<file path="src/sv/dss_pkg.sv">
// Shared types and constants for the disk scan scheduler.
package dss_pkg;

    localparam int MAX_REQUESTS = 32;
    localparam int CYL_W        = 16;
    localparam int TOTAL_W      = 17;
    localparam int PADDR_W      = 3;
    localparam int PDATA_W      = 32;

    // Register index within the APB map (paddr[2] selects the word)
    localparam logic REG_SWEEP_RIGHT = 1'b0;

    // Command codes
    localparam logic CMD_LOAD  = 1'b0;
    localparam logic CMD_START = 1'b1;

    typedef struct packed {
        logic               command;
        logic [CYL_W-1:0]   request_cylinder;
        logic [CYL_W-1:0]   head_cylinder;
    } in_word_t;

    typedef struct packed {
        logic [CYL_W-1:0]   served_cylinder;
        logic [TOTAL_W-1:0] seek_total;
        logic               last;
    } out_word_t;

endpackage

</file>
<file path="src/sv/disk_scan_scheduler.sv">
// Top level of the disk scan scheduler: sequencer, request store and APB register.
// Load words insert one cylinder into a sorted RAM list by shifting larger entries up
// one place; each shift is a RAM read, then a compare and write, and a closing write
// places the new word, so a load holds in_stall high until the word is in place,
// and a load into a full list is dropped. A start word first gives the head result,
// then walks the list through the single RAM read port, once per sweep direction,
// stopping once the last request is out; the walk also waits while the output is
// stalled. One word is taken at a time; in_stall is high while a word is in work.
module disk_scan_scheduler #(
    parameter int MAX_REQUESTS = dss_pkg::MAX_REQUESTS
) (
    input  logic                         clk,
    input  logic                         rst_n,
    input  logic                         in_valid,
    output logic                         in_stall,
    input  dss_pkg::in_word_t            in_data,
    output logic                         out_valid,
    input  logic                         out_stall,
    output dss_pkg::out_word_t           out_data,
    input  logic                         psel,
    input  logic                         penable,
    input  logic                         pwrite,
    input  logic [dss_pkg::PADDR_W-1:0]  paddr,
    input  logic [dss_pkg::PDATA_W-1:0]  pwdata,
    output logic [dss_pkg::PDATA_W-1:0]  prdata,
    output logic                         pready
);

    localparam int CNT_W = $clog2(MAX_REQUESTS + 1);
    localparam int IDX_W = (MAX_REQUESTS > 1) ? $clog2(MAX_REQUESTS) : 1;
    localparam logic [CNT_W-1:0] CNT_MAX = CNT_W'(MAX_REQUESTS);
    localparam logic [CNT_W-1:0] CNT_ONE = CNT_W'(1);

    typedef enum logic [2:0] {
        S_IDLE,
        S_LOAD_RD,
        S_LOAD_CMP,
        S_EMIT_HEAD,
        S_EMIT_RD,
        S_EMIT_CHK
    } state_t;

    state_t                       state_reg, state_next;
    logic [CNT_W-1:0]             count_reg, count_next;
    logic [CNT_W-1:0]             idx_reg, idx_next;
    logic [CNT_W-1:0]             emitted_reg, emitted_next;
    logic                         pass_reg, pass_next;
    logic [dss_pkg::CYL_W-1:0]    req_reg, req_next;
    logic [dss_pkg::CYL_W-1:0]    head_reg, head_next;
    logic [dss_pkg::CYL_W-1:0]    prev_reg, prev_next;
    logic                         sweep_reg;
    logic                         out_valid_reg, out_valid_next;
    dss_pkg::out_word_t           out_reg, out_next;

    logic                         ram_we, ram_re;
    logic [IDX_W-1:0]             ram_waddr, ram_raddr;
    logic [dss_pkg::CYL_W-1:0]    ram_wdata, ram_rdata;
    logic [dss_pkg::TOTAL_W-1:0]  total_new;

    logic                         out_free;
    logic                         ascending;
    logic                         qualifies;
    logic [CNT_W-1:0]             idx_dec;
    logic [CNT_W-1:0]             rd_pos;

    dss_ram #(
        .WIDTH (dss_pkg::CYL_W),
        .DEPTH (MAX_REQUESTS)
    ) u_ram (
        .clk   (clk),
        .we    (ram_we),
        .waddr (ram_waddr),
        .wdata (ram_wdata),
        .re    (ram_re),
        .raddr (ram_raddr),
        .rdata (ram_rdata)
    );

    dss_seek_unit u_seek (
        .prev_cyl  (prev_reg),
        .cyl       (ram_rdata),
        .total_in  (out_reg.seek_total),
        .total_out (total_new)
    );

    assign in_stall  = (state_reg != S_IDLE);
    assign out_valid = out_valid_reg;
    assign out_data  = out_reg;
    assign pready    = 1'b1;
    assign prdata    = {{(dss_pkg::PDATA_W-1){1'b0}}, sweep_reg};

    // APB register
    always_ff @(posedge clk or negedge rst_n)
    begin
        if (!rst_n)
        begin
            sweep_reg <= 1'b1;
        end
        else if (psel && penable && pwrite && paddr[2] == dss_pkg::REG_SWEEP_RIGHT)
        begin
            sweep_reg <= pwdata[0];
        end
    end

    always_comb
    begin
        out_free  = !out_valid_reg || !out_stall;
        idx_dec   = idx_reg - CNT_ONE;
        // first pass runs in the sweep direction, second pass the other way
        ascending = (sweep_reg != pass_reg);
        rd_pos    = ascending ? idx_reg : (count_reg - CNT_ONE - idx_reg);
        if (sweep_reg)
        begin
            qualifies = pass_reg ? (ram_rdata < head_reg) : (ram_rdata >= head_reg);
        end
        else
        begin
            qualifies = pass_reg ? (ram_rdata > head_reg) : (ram_rdata <= head_reg);
        end

        state_next     = state_reg;
        count_next     = count_reg;
        idx_next       = idx_reg;
        emitted_next   = emitted_reg;
        pass_next      = pass_reg;
        req_next       = req_reg;
        head_next      = head_reg;
        prev_next      = prev_reg;
        out_next       = out_reg;
        out_valid_next = out_valid_reg && out_stall;

        ram_we    = 1'b0;
        ram_waddr = idx_reg[IDX_W-1:0];
        ram_wdata = ram_rdata;
        ram_re    = 1'b0;
        ram_raddr = idx_dec[IDX_W-1:0];

        unique case (state_reg)
            S_IDLE:
            begin
                if (in_valid)
                begin
                    if (in_data.command == dss_pkg::CMD_START)
                    begin
                        head_next  = in_data.head_cylinder;
                        state_next = S_EMIT_HEAD;
                    end
                    else if (count_reg < CNT_MAX)
                    begin
                        req_next   = in_data.request_cylinder;
                        idx_next   = count_reg;
                        state_next = S_LOAD_RD;
                    end
                end
            end

            S_LOAD_RD:
            begin
                if (idx_reg == '0)
                begin
                    ram_we     = 1'b1;
                    ram_wdata  = req_reg;
                    count_next = count_reg + CNT_ONE;
                    state_next = S_IDLE;
                end
                else
                begin
                    ram_re     = 1'b1;
                    state_next = S_LOAD_CMP;
                end
            end

            S_LOAD_CMP:
            begin
                ram_we = 1'b1;
                if (ram_rdata > req_reg)
                begin
                    // shift the larger entry up one place
                    ram_wdata  = ram_rdata;
                    idx_next   = idx_dec;
                    state_next = S_LOAD_RD;
                end
                else
                begin
                    ram_wdata  = req_reg;
                    count_next = count_reg + CNT_ONE;
                    state_next = S_IDLE;
                end
            end

            S_EMIT_HEAD:
            begin
                if (out_free)
                begin
                    out_next.served_cylinder = head_reg;
                    out_next.seek_total      = '0;
                    out_next.last            = (count_reg == '0);
                    out_valid_next           = 1'b1;
                    prev_next                = head_reg;
                    emitted_next             = '0;
                    idx_next                 = '0;
                    pass_next                = 1'b0;
                    state_next               = (count_reg == '0) ? S_IDLE : S_EMIT_RD;
                end
            end

            S_EMIT_RD:
            begin
                ram_re     = 1'b1;
                ram_raddr  = rd_pos[IDX_W-1:0];
                state_next = S_EMIT_CHK;
            end

            S_EMIT_CHK:
            begin
                if (!qualifies || out_free)
                begin
                    if (qualifies)
                    begin
                        out_next.served_cylinder = ram_rdata;
                        out_next.seek_total      = total_new;
                        out_next.last            = (emitted_reg + CNT_ONE == count_reg);
                        out_valid_next           = 1'b1;
                        prev_next                = ram_rdata;
                        emitted_next             = emitted_reg + CNT_ONE;
                    end
                    if (emitted_next == count_reg)
                    begin
                        count_next = '0;
                        state_next = S_IDLE;
                    end
                    else if (idx_reg == count_reg - CNT_ONE)
                    begin
                        idx_next   = '0;
                        pass_next  = 1'b1;
                        state_next = S_EMIT_RD;
                    end
                    else
                    begin
                        idx_next   = idx_reg + CNT_ONE;
                        state_next = S_EMIT_RD;
                    end
                end
            end

            default:
            begin
                state_next = S_IDLE;
            end
        endcase
    end

    always_ff @(posedge clk or negedge rst_n)
    begin
        if (!rst_n)
        begin
            state_reg     <= S_IDLE;
            count_reg     <= '0;
            idx_reg       <= '0;
            emitted_reg   <= '0;
            pass_reg      <= 1'b0;
            out_valid_reg <= 1'b0;
        end
        else
        begin
            state_reg     <= state_next;
            count_reg     <= count_next;
            idx_reg       <= idx_next;
            emitted_reg   <= emitted_next;
            pass_reg      <= pass_next;
            out_valid_reg <= out_valid_next;
        end
    end

    // payload registers, no reset
    always_ff @(posedge clk)
    begin
        req_reg  <= req_next;
        head_reg <= head_next;
        prev_reg <= prev_next;
        out_reg  <= out_next;
    end

    a_count_in_range: assert property (@(posedge clk) disable iff (!rst_n)
        count_reg <= CNT_MAX)
        else $error("request count beyond capacity");

    a_emit_below_count: assert property (@(posedge clk) disable iff (!rst_n)
        (state_reg == S_EMIT_RD || state_reg == S_EMIT_CHK) |-> emitted_reg < count_reg)
        else $error("emit walk ran past the held requests");

    a_last_ends_walk: assert property (@(posedge clk) disable iff (!rst_n)
        (out_valid_reg && out_reg.last) |-> (state_reg != S_EMIT_RD && state_reg != S_EMIT_CHK))
        else $error("walk still running after the last word");

endmodule

</file>
<file path="src/sv/dss_ram.sv">
// Generic single-write, single-read RAM with registered read data.
module dss_ram #(
    parameter int WIDTH = 16,
    parameter int DEPTH = 32
) (
    input  logic                                   clk,
    input  logic                                   we,
    input  logic [(DEPTH > 1 ? $clog2(DEPTH) : 1)-1:0] waddr,
    input  logic [WIDTH-1:0]                       wdata,
    input  logic                                   re,
    input  logic [(DEPTH > 1 ? $clog2(DEPTH) : 1)-1:0] raddr,
    output logic [WIDTH-1:0]                       rdata
);

    logic [WIDTH-1:0] mem [DEPTH];

    always_ff @(posedge clk)
    begin
        if (we)
        begin
            mem[waddr] <= wdata;
        end
        if (re)
        begin
            rdata <= mem[raddr];
        end
    end

endmodule

</file>
<file path="src/sv/dss_seek_unit.sv">
// Seek arithmetic: absolute cylinder distance added to the running total.
module dss_seek_unit (
    input  logic [dss_pkg::CYL_W-1:0]   prev_cyl,
    input  logic [dss_pkg::CYL_W-1:0]   cyl,
    input  logic [dss_pkg::TOTAL_W-1:0] total_in,
    output logic [dss_pkg::TOTAL_W-1:0] total_out
);

    logic [dss_pkg::CYL_W-1:0] span;

    always_comb
    begin
        span      = (cyl > prev_cyl) ? (cyl - prev_cyl) : (prev_cyl - cyl);
        total_out = total_in + {{(dss_pkg::TOTAL_W-dss_pkg::CYL_W){1'b0}}, span};
    end

endmodule
</file>
<file path="config.mk">
export PLATFORM = sky130hd
export DESIGN_NAME = disk_scan_scheduler
export DESIGN_NICKNAME = d
export VERILOG_FILES = /design/src/sv/dss_pkg.sv /design/src/sv/disk_scan_scheduler.sv /design/src/sv/dss_ram.sv /design/src/sv/dss_seek_unit.sv
export SDC_FILE = /design/constraint.sdc
export NUM_CORES = 1
export LEC_CHECK = 0
export ABC_AREA = 1
export BUFFER_PORTS_ARGS = -buffer_cell sky130_fd_sc_hd__buf_4
export CAP_MARGIN = 30
export CORE_ASPECT_RATIO = 0.8
export CORE_MARGIN = 5
export CORE_UTILIZATION = 60
export DETAILED_ROUTE_END_ITERATION = 8
export GPL_TIMING_DRIVEN = 1
export PLACE_DENSITY = 0.78
export SLEW_MARGIN = 20
export SYNTH_ARGS = -nofsm -noshare
export SYNTH_HDL_FRONTEND = slang
export SYNTH_SLANG_ARGS = --single-unit
</file>
<file path="constraint.sdc">
create_clock -name clk -period 10.4 [get_ports clk]
set_input_delay 0.52 -clock clk [delete_from_list [all_inputs] [get_ports clk]]
set_output_delay 0.52 -clock clk [all_outputs]
set_load 0.02 [all_outputs]
</file>
Word-level counts from Yosys, hierarchy flattened

Memories as Yosys holds them, arrays and structs flattened. A register that Yosys moved wholly into a read port is not among the register bits.
Cells that the tools add are included.

Register bits after elaboration: 106
Memory bits (writable): 512
Input bits: 75
Memories kept: 1

$add $sub $neg: 9
Reduce and logical (&&, ||, !) cells: 24
Multiplexer cells: 61
$lt $le $gt $ge: 7
Bitwise operators: 2
Eq/ne operators: 22

Memories:

| memory    | words | bits a word | rd ports | clocked after Yosys merged registers in | write ports | RTL line      | source |
|---|---|---|---|---|---|---|---|
| u_ram.mem | 32    | 16          | 1        | 1                                       | 1           | dss_ram.sv:15 | `logic [WIDTH-1:0] mem [DEPTH];` |

Operators by type and width:

| cell                  | count |
|---|---|
| $mux W34              | 3 |
| $mux W16              | 6 |
| $mux W6               | 16 |
| $pmux W34 S2          | 1 |
| $pmux W16 S2          | 2 |
| $gt A16 B16 Y1        | 3 |
| $sub A16 B16 Y16      | 2 |
| $ne A2 B2 Y1 const B  | 12 |
| $pmux W6 S4           | 1 |
| $mux W3               | 7 |
| $add A6 B1 Y6 const B | 3 |
| $eq A6 B6 Y1          | 3 |
| $pmux W3 S6           | 1 |
| $pmux W6 S3           | 1 |
| $add A17 B16 Y17      | 1 |
| $ge A16 B16 Y1        | 1 |
| $le A16 B16 Y1        | 1 |
| $lt A16 B16 Y1        | 1 |
| $mux W1               | 15 |
| $logic_not A6 Y1      | 2 |
| $pmux W6 S2           | 1 |
| $reduce_and A4 Y1     | 3 |
| $sub A6 B1 Y6 const B | 2 |
| $mux W5               | 2 |
| 20 further kinds      | 35 |

Logic depth before layout (Yosys ltp)

Gate-level depths: netlist of run 1.

Word-level depth: 11
Gate-level depth with buffers: 27
Gate-level depth less buffers: 27

By module

Synthesis of run 1 repeated with hierarchy kept, for this count alone.

Cells, all modules: 3066
Area total of the unflattened synthesis: 30550.6 µm²

Modules (own cells, without submodules):

| module              | area each (µm²) | instances | cells an instance |
|---|---|---|---|
| dss_ram             | 21461.8         | 1         | 1794 |
| disk_scan_scheduler | 5941.9          | 1         | 688 |
| dss_seek_unit       | 3146.8          | 1         | 584 |

Least setup slack after synthesis of run 1

No wires, ideal clock.

Path type: register -> register
Start: reg prev_reg[1] (netlist name)
End: reg out_reg, in the netlist out_data[17], data pin
Data required time: 10.133 ns
Slack: 6.338 ns
Period minus slack after synthesis: 4.062 ns
Cell stages (with the launch flop): 25
Library setup time: 0.267 ns
Arrival: 3.795 ns
Cell sequence: edfxtp_1 -> inv_1 -> fa_1 -> nand3_1 -> nand2_1 -> a21boi_1 -> o21ai_1 -> nand2_1 -> nand2_1 -> nand2_2 -> buf_2 -> nand2_1 -> o21ai_0 -> inv_1 -> fa_1 -> inv_1 -> a21oi_1 -> o21bai_1 -> a21boi_1 -> o21ai_0 -> a21boi_0 -> o21ai_1 -> nand2_1 -> o21ai_1 -> a21oi_1

Longest elaborated chain between the ends: 6
Elaborated cells on any way between the ends: 8
Those cells by class: add/sub (3); order compare (1); mux (4)

RTL lines:

| what                                               | RTL line                   | source |
|---|---|---|
| start, declared                                    | disk_scan_scheduler.sv:50  | `logic [dss_pkg::CYL_W-1:0] prev_reg, prev_next;` |
| start signal, assigned                             | disk_scan_scheduler.sv:280 | `prev_reg <= prev_next;` |
| $sub A16 B16 Y16 or $gt A16 B16 Y1 (tied branches) | dss_seek_unit.sv:13        | `span = (cyl > prev_cyl) ? (cyl - prev_cyl) : (prev_cyl - cyl);` |
| $mux W16 *                                         | dss_seek_unit.sv:13        |  |
| $add A17 B16 Y17 *                                 | dss_seek_unit.sv:14        | `total_out = total_in + {{(dss_pkg::TOTAL_W-dss_pkg::CYL_W){1'b0}}, span};` |
| $mux W34 *                                         | disk_scan_scheduler.sv:218 | `if (qualifies)` |
| $mux W34 *                                         | disk_scan_scheduler.sv:216 | `if (!qualifies \|\| out_free)` |
| $pmux W34 S2 *                                     | disk_scan_scheduler.sv:138 | `unique case (state_reg)` |
| end signal, assigned                               | disk_scan_scheduler.sv:281 | `out_reg <= out_next;` |
| end, declared                                      | disk_scan_scheduler.sv:53  | `dss_pkg::out_word_t out_reg, out_next;` |

Mark *: on every way between the ends. The rest lies on a longest branch, timed or not. The select of a mux whose other input is x is not followed.
A chain may end at the register's enable or synchronous reset.

Worst setup path in the final report of run 1

Start: reg u_ram.rdata[0], read port of u_ram.mem
End: reg out_reg, in the netlist out_data[17], data pin

Longest elaborated chain between the ends: 6
Elaborated cells on any way between the ends: 8
Those cells by class: add/sub (3); order compare (1); mux (4)

RTL lines:

| what                                               | RTL line                   | source |
|---|---|---|
| start, declared                                    | dss_ram.sv:12              | `output logic [WIDTH-1:0] rdata` |
| $sub A16 B16 Y16 or $gt A16 B16 Y1 (tied branches) | dss_seek_unit.sv:13        |  |
| $mux W16 *                                         | dss_seek_unit.sv:13        |  |
| $add A17 B16 Y17 *                                 | dss_seek_unit.sv:14        |  |
| $mux W34 *                                         | disk_scan_scheduler.sv:218 |  |
| $mux W34 *                                         | disk_scan_scheduler.sv:216 |  |
| $pmux W34 S2 *                                     | disk_scan_scheduler.sv:138 |  |

Marks and branches as above.

==> results of run 1 <==
final cells by class:
cell class                 count  area share
timing repair buffer         145      0.0357
multi-input combinational   1561       0.278
clock inverter                27     0.00909
tap                          620      0.0245
inverter                     172      0.0206
clock buffer                  82      0.0494
sequential                   618       0.583
kinds of logic (layout without fill, tap and decap cells):
group,count (synthesis),count (layout),share of synthesized area
compound gates,646,646,0.137
simple gates,748,748,0.109
flops,618,618,0.647
mux,4,4,0.00141
other cells,2,32,0.000264
buf+inv,329,426,0.0516
fa+ha+maj,94,94,0.0423
xor+xnor,37,37,0.0114
final timing paths:
kind | from | end | slack, ps | cells after the start
max | u_ram.rdata[0] | out_data[17] | 5200 | 25
min | in_data[30] | req_reg[14] | 70 | 1
max reg2reg | u_ram.rdata[0] | out_data[17] | 5200 | 25
min reg2reg | out_valid | out_valid | 510 | 2
max in group asynchronous | rst_n | sweep_reg | 9760 | 2
min in group asynchronous | rst_n | out_valid | 340 | 2
timing repair:
item	CTS	global route
setup buffers	0	0
hold buffers	1	0
hold endpoints to repair	23	0
power by group through the flow:
| stage | clock, mW | sequential, mW | combinational, mW |
|---|---|---|---|
| final | 2.08 | 3.71 | 5.63 |
| after global routing | 2.22 | 3.73 | 6.16 |
| after CTS | 2.11 | 3.71 | 5.51 |
| after detailed placement | 0 | 3.76 | 5.47 |
| after global placement | 0 | 3.75 | 5.23 |
| after floorplan | 0 | 3.78 | 3.63 |
through the flow:
stage,total power [mW],instances
after CTS,11.3,3224
after global routing,12.1,3225
after floorplan,7.41,2508
after detailed placement,9.23,3114
after global placement,8.98,3112
final,11.4,3225
per-layer routing:
| layer | global-route usage | vias to the layer above |
|---|---|---|
| met5 | 0 | - |
| li1 | - | 9102 |
| met1 | 0.393 | 9714 |
| met4 | 0.0941 | 0 |
| met2 | 0.407 | 1130 |
| met3 | 0.0523 | 129 |
cell usage in the layout (no fill, tap or decap), types with 3 or more instances in the layout:
cell type,netlist,layout
fa_1,4,4
clkinv_1,0,5
o22ai_1,38,38
buf_4,40,141
a21oi_1,80,79
o21bai_1,16,16
nand2_1,245,245
a21boi_0,4,4
clkbuf_16,0,59
mux2i_1,4,4
a31oi_1,10,10
edfxtp_1,594,594
o221ai_1,82,82
a21o_1,3,3
nor2_2,4,3
xnor2_1,7,7
a211oi_1,4,4
xor2_1,30,30
clkinv_2,0,14
o311ai_1,9,9
o311ai_0,5,5
o211ai_1,41,41
o21a_1,16,16
o21ai_0,313,298
nand3_1,107,107
o21ai_2,0,17
nor3_1,14,13
inv_2,9,8
nand2_2,7,6
nor2_1,348,347
inv_1,163,162
dfrtp_1,23,23
conb_1,2,32
nand4_1,13,13
o21ai_1,15,13
ha_1,90,90
bufinv_16,0,4
clkbuf_1,72,23
==> flow_summary.toml, run 1 <==
[logic_synthesis]
yosysUniqueCellTypes = 53
post_synth_main_area_contributors = "edfxtp_1, o21ai_0, nor2_1"
syn-cell-area_um2 = 28500
synth_seq_cells = 618
synth_seq_area_share = 0.647
synth-edff-count = 594
area_share_of_the_leading_cell_type_in_the_synthesized_netlist = 0.626
synth-warning-count = 0
ys_async_sr_fraction = 0.0388
syn_area_per_cell_um2 = 11.5
synthCells = 2478
ys_top_cells_by_count = "edfxtp_1, nor2_1, o21ai_0, nand2_1, inv_1"
synth.most_common_cell = "edfxtp_1"
post-synth-top-area-cell = "edfxtp_1"
ys.flop_type = "edfxtp_1"

[sta]
timing.final.crit_period_ps = 5200
portion_of_the_clock_cycle_consumed_by_the_worst_path_in_the_final_layout = 0.500
finalHoldViolCount = 0
rsz0062_at_grt = "false"
setup_violators_final = 0
final.setup_skew_ps = 41.2
slew_viol_final = 0
fin_tns_setup_ps = 0
timing.slew.headroom = 0.377
finalWorstSetupSlack_ps = 5200
fmax_ghz = 0.192
hold-worst-slack_ps = 66.7
worst_slew_pin_slew_ps = 935

[route]
total_routed_wirelength_um = 70800
dr_wl_met2_um = 31600
drt-vias-per-instance = 6.22
route.met3.wl_um = 7780
top_signal_layer_used = "met4"
m1WireLength_um = 28900
ant_nets = 0
dr.pass1.iters = 6
post_drt_wl_per_cell_um = 21.9
drc_errors = 0
num_vias = 20100
first_iter_violations = 2741

[setup_path]
cp-end-kind = "flip-flop"
timing.critical_path.max_delay_family = "compound AO/OA/AOI/OAI gates"
worstPathBufferInverterCount = 3
worst-endpoint-required_ps = 10880
class_of_the_most_critical_setup_path = "flip-flop to flip-flop"
worst_path_largest_cell_delay_ps = 470
critical_path.startpoint_type = "flip-flop"
worstPathArrival_ps = 5680
critPathSlowestCell = "edfxtp_1"
cp_max_fo = 18
crit_top_cell = "nand2_1"

[cts]
cts.root.buffer_cell = "clkbuf_16"
cts-buffers-inserted = 59
clock_tree.htree_level_count = 2
clk-insertion-delay-late_ps = 650
cts_buffer_depth = 3
tritoncts_num_sinks = 618
cts_tree = "done"
clkTransAtPathRegs_ps = 60
postCtsResizedCells = 0

[layout]
final_nets = 2726
multiInputGateArea_um2 = 8800
regMostFlops = "u_ram.mem"
largest_register_ffs = 512
final.fill_count = 3299
area.growth.synth_to_final_pct = 11.1
final_cell_area_um2 = 31600
final-seq-area_um2 = 18400
drive_gt1_frac = 0.107
finish.utilization = 0.673
antenna-diode-count = 0

[power]
clock_power_share = 0.182
power.ir.vdd_worst_uv = 345
netSwitchingFraction = 0.447
powerDensity_nw_per_um2 = 361
total_leakage_power_nw = 11.5
comb_power_share = 0.493
intPower_mw = 6.32
seq_power_share = 0.325
total_switching_power_mw = 5.11

[placed_design]
place_area_um2 = 29800
port_buffers = 78
globalplace.congestion = 0.912
pre_cts_ws_ps = 5400
dp_hpwl_um = 43400

[global_routing]
gr-total-overflow = 0
maximum_number_of_pins_on_one_net_before_global_route_repair = 103
antenna_violations_before_repair = 0
vias_in_the_first_global_route = 19000
grt_usage = 0.268
wire_length_of_the_first_global_routing_pass_um = 108000

[min_path]
hold_class = "primary input to flip-flop"

[floorplanning]
floorplan.core_area_um2 = 47000
die-area_um2 = 52000
num_rows = 71
die_height_um = 205
ios = 144
die_x_um = 254
starting_density_of_the_core = 0.606

[job]
timing.max_cap.violations = 0

[outcome]
status = "finished, final reports clean"
(Power assumes the default switching activity.)
==> run 2: changes to the inputs <==
- CORE_UTILIZATION: 60 -> 56
- PLACE_DENSITY: 0.78 -> 0.77
- clock period: 10.4 -> 4.6 ns (I/O delays scaled with it)
==> flow_summary.toml, run 2 (synthesized netlist as in run 1, its figures left out) <==
[setup_path]
worstPathBufferInverterCount = 7
r2r-end = "out_data[16]"
cp-end-kind = "flip-flop"
class_of_the_most_critical_setup_path = "flip-flop to flip-flop"
worst_path_largest_cell_delay_ps = 390
timing.critical_path.max_delay_family = "compound AO/OA/AOI/OAI gates"
r2r.worst_path.cells = 27
worstPathArrival_ps = 4730
cp_max_fo = 14
critPathSlowestCell = "fa_1"
ff2ff_setup_slack_ps = 340
crit_top_cell = "nand2_1"
crit-reg2reg-launch = "u_ram.rdata[0]"
critical_path.startpoint_type = "flip-flop"
worst-endpoint-required_ps = 5070

[floorplanning]
num_rows = 74
ios = 144
floorplan.core_area_um2 = 50700
die-area_um2 = 55500
die_height_um = 212
die_x_um = 262
starting_density_of_the_core = 0.561

[power]
netSwitchingFraction = 0.439
clock_power_share = 0.187
intPower_mw = 14.8
total_switching_power_mw = 11.6
power.ir.vdd_worst_uv = 597
comb_power_share = 0.497
total_leakage_power_nw = 11.9
seq_power_share = 0.317
powerDensity_nw_per_um2 = 812

[route]
first_iter_violations = 2457
total_routed_wirelength_um = 73900
drt-vias-per-instance = 6.08
num_vias = 20400
ant_nets = 0
dr.pass1.iters = 6
drc_errors = 0
post_drt_wl_per_cell_um = 22.1

[cts]
cts.repair_timing.setup_buffer_count = 0
tritoncts_num_sinks = 618
cts_tree = "done"
clkTransAtPathRegs_ps = 70
clock_tree.htree_level_count = 2
cts-buffers-inserted = 58
cts_buffer_depth = 3
clk-insertion-delay-late_ps = 660
cts.root.buffer_cell = "clkbuf_16"

[sta]
finalHoldViolCount = 0
slew_viol_final = 0
fin_tns_setup_ps = 0
setup_violators_final = 0
timing.slew.headroom = 0.461
portion_of_the_clock_cycle_consumed_by_the_worst_path_in_the_final_layout = 0.926
hold-worst-slack_ps = 58.6
final.setup_skew_ps = 41.3
worst_slew_pin_slew_ps = 806
fmax_ghz = 0.235
timing.final.crit_period_ps = 4260

[placed_design]
port_buffers = 78
globalplace.congestion = 0.882
dpl.cell_count = 3198
dp_hpwl_um = 45100

[global_routing]
maximum_number_of_pins_on_one_net_before_global_route_repair = 131
antenna_violations_before_repair = 1
gr-total-overflow = 0
wire_length_of_the_first_global_routing_pass_um = 111000
grt_usage = 0.260
vias_in_the_first_global_route = 19200

[layout]
drive_gt1_frac = 0.118
most_frequent_cells_in_the_layout = "edfxtp_1, nor2_1, o21ai_0, nand2_1, inv_1"
area.growth.synth_to_final_pct = 14.0
layout.cells.most_common = "edfxtp_1"
final-instance-count-excl-fill = 3346
final_nets = 2783
regMostFlops = "u_ram.mem"
largest_register_ffs = 512
antenna-diode-count = 0
finish.utilization = 0.640

[min_path]
hold_class = "primary input to asynchronous set/reset pin"

[outcome]
status = "finished, final reports clean"

[job]
timing.max_cap.violations = 0
## run 2: final cells by class
type | count | area [µm²]
Tap cell | 684 | 856
Multi-Input combinational cell | 1561 | 8830
Clock buffer | 67 | 1490
Sequential cell | 618 | 18400
Clock inverter | 41 | 469
Fill cell | 3793 | 18300
Inverter | 172 | 652
Timing Repair Buffer | 203 | 1740
## run 2: through the flow
stage               instance area [µm²]  total power, mW  worst slack, ps
global placement                  30100             20.6              227
CTS                               32400             26.1             85.1
floorplan                         28600             16.7              538
finish                            32500             26.4              342
global route                      32500             27.9            -4.22
detailed placement                30100             21.1              110
## run 2: what timing repair did
action / CTS / global route
hold buffers: 38 / 0
endpoints found under the setup margin: 0 / 7
hold endpoints to repair: 59 / 0
resized for setup: 0 / 14
## run 2: worst max path at each step
| stage | startpoint | to | slack, ps | cells after the start |
|---|---|---|---|---|
| final | u_ram.rdata[0] | out_data[16] | 340 | 27 |
| after global routing | u_ram.rdata[0] | out_data[17] | -4 | 27 |
| after CTS | u_ram.rdata[0] | out_data[17] | 90 | 27 |
| after detailed placement | u_ram.rdata[0] | out_data[17] | 110 | 27 |
| after global placement | u_ram.rdata[0] | out_data[17] | 230 | 27 |
| after floorplan | prev_reg[1] | out_data[17] | 540 | 24 |
## run 2: routing by layer
metal	up-vias	GRT usage	wire, µm	part of all wire
met3	143	0.0523	8050	0.11
met1	9819	0.376	30100	0.41
met2	1165	0.404	33700	0.46
met4	2	0.0786	2100	0.028
met5	-	0	8	0.00011
li1	9222	-	-	-
## run 2: power groups by stage
stage          logic, mW  registers, mW  clock network, mW
2_1_floorplan       8.21           8.54                  0
3_3_place_gp        12.2           8.43                  0
3_5_place_dp        12.6           8.45                  0
4_1_cts             12.7           8.34               4.97
5_1_grt             14.3           8.39               5.21
6_report            13.1           8.34               4.92
## run 2: worst register-to-register path, delay by kind of cell, from the launching register on
kind / cells / cell delay (ps)
xor+xnor: 1 / 180
compound gates: 8 / 1210
simple gates: 8 / 780
buf+inv: 7 / 650
fa+ha+maj: 3 / 910
flops: 1 / 380
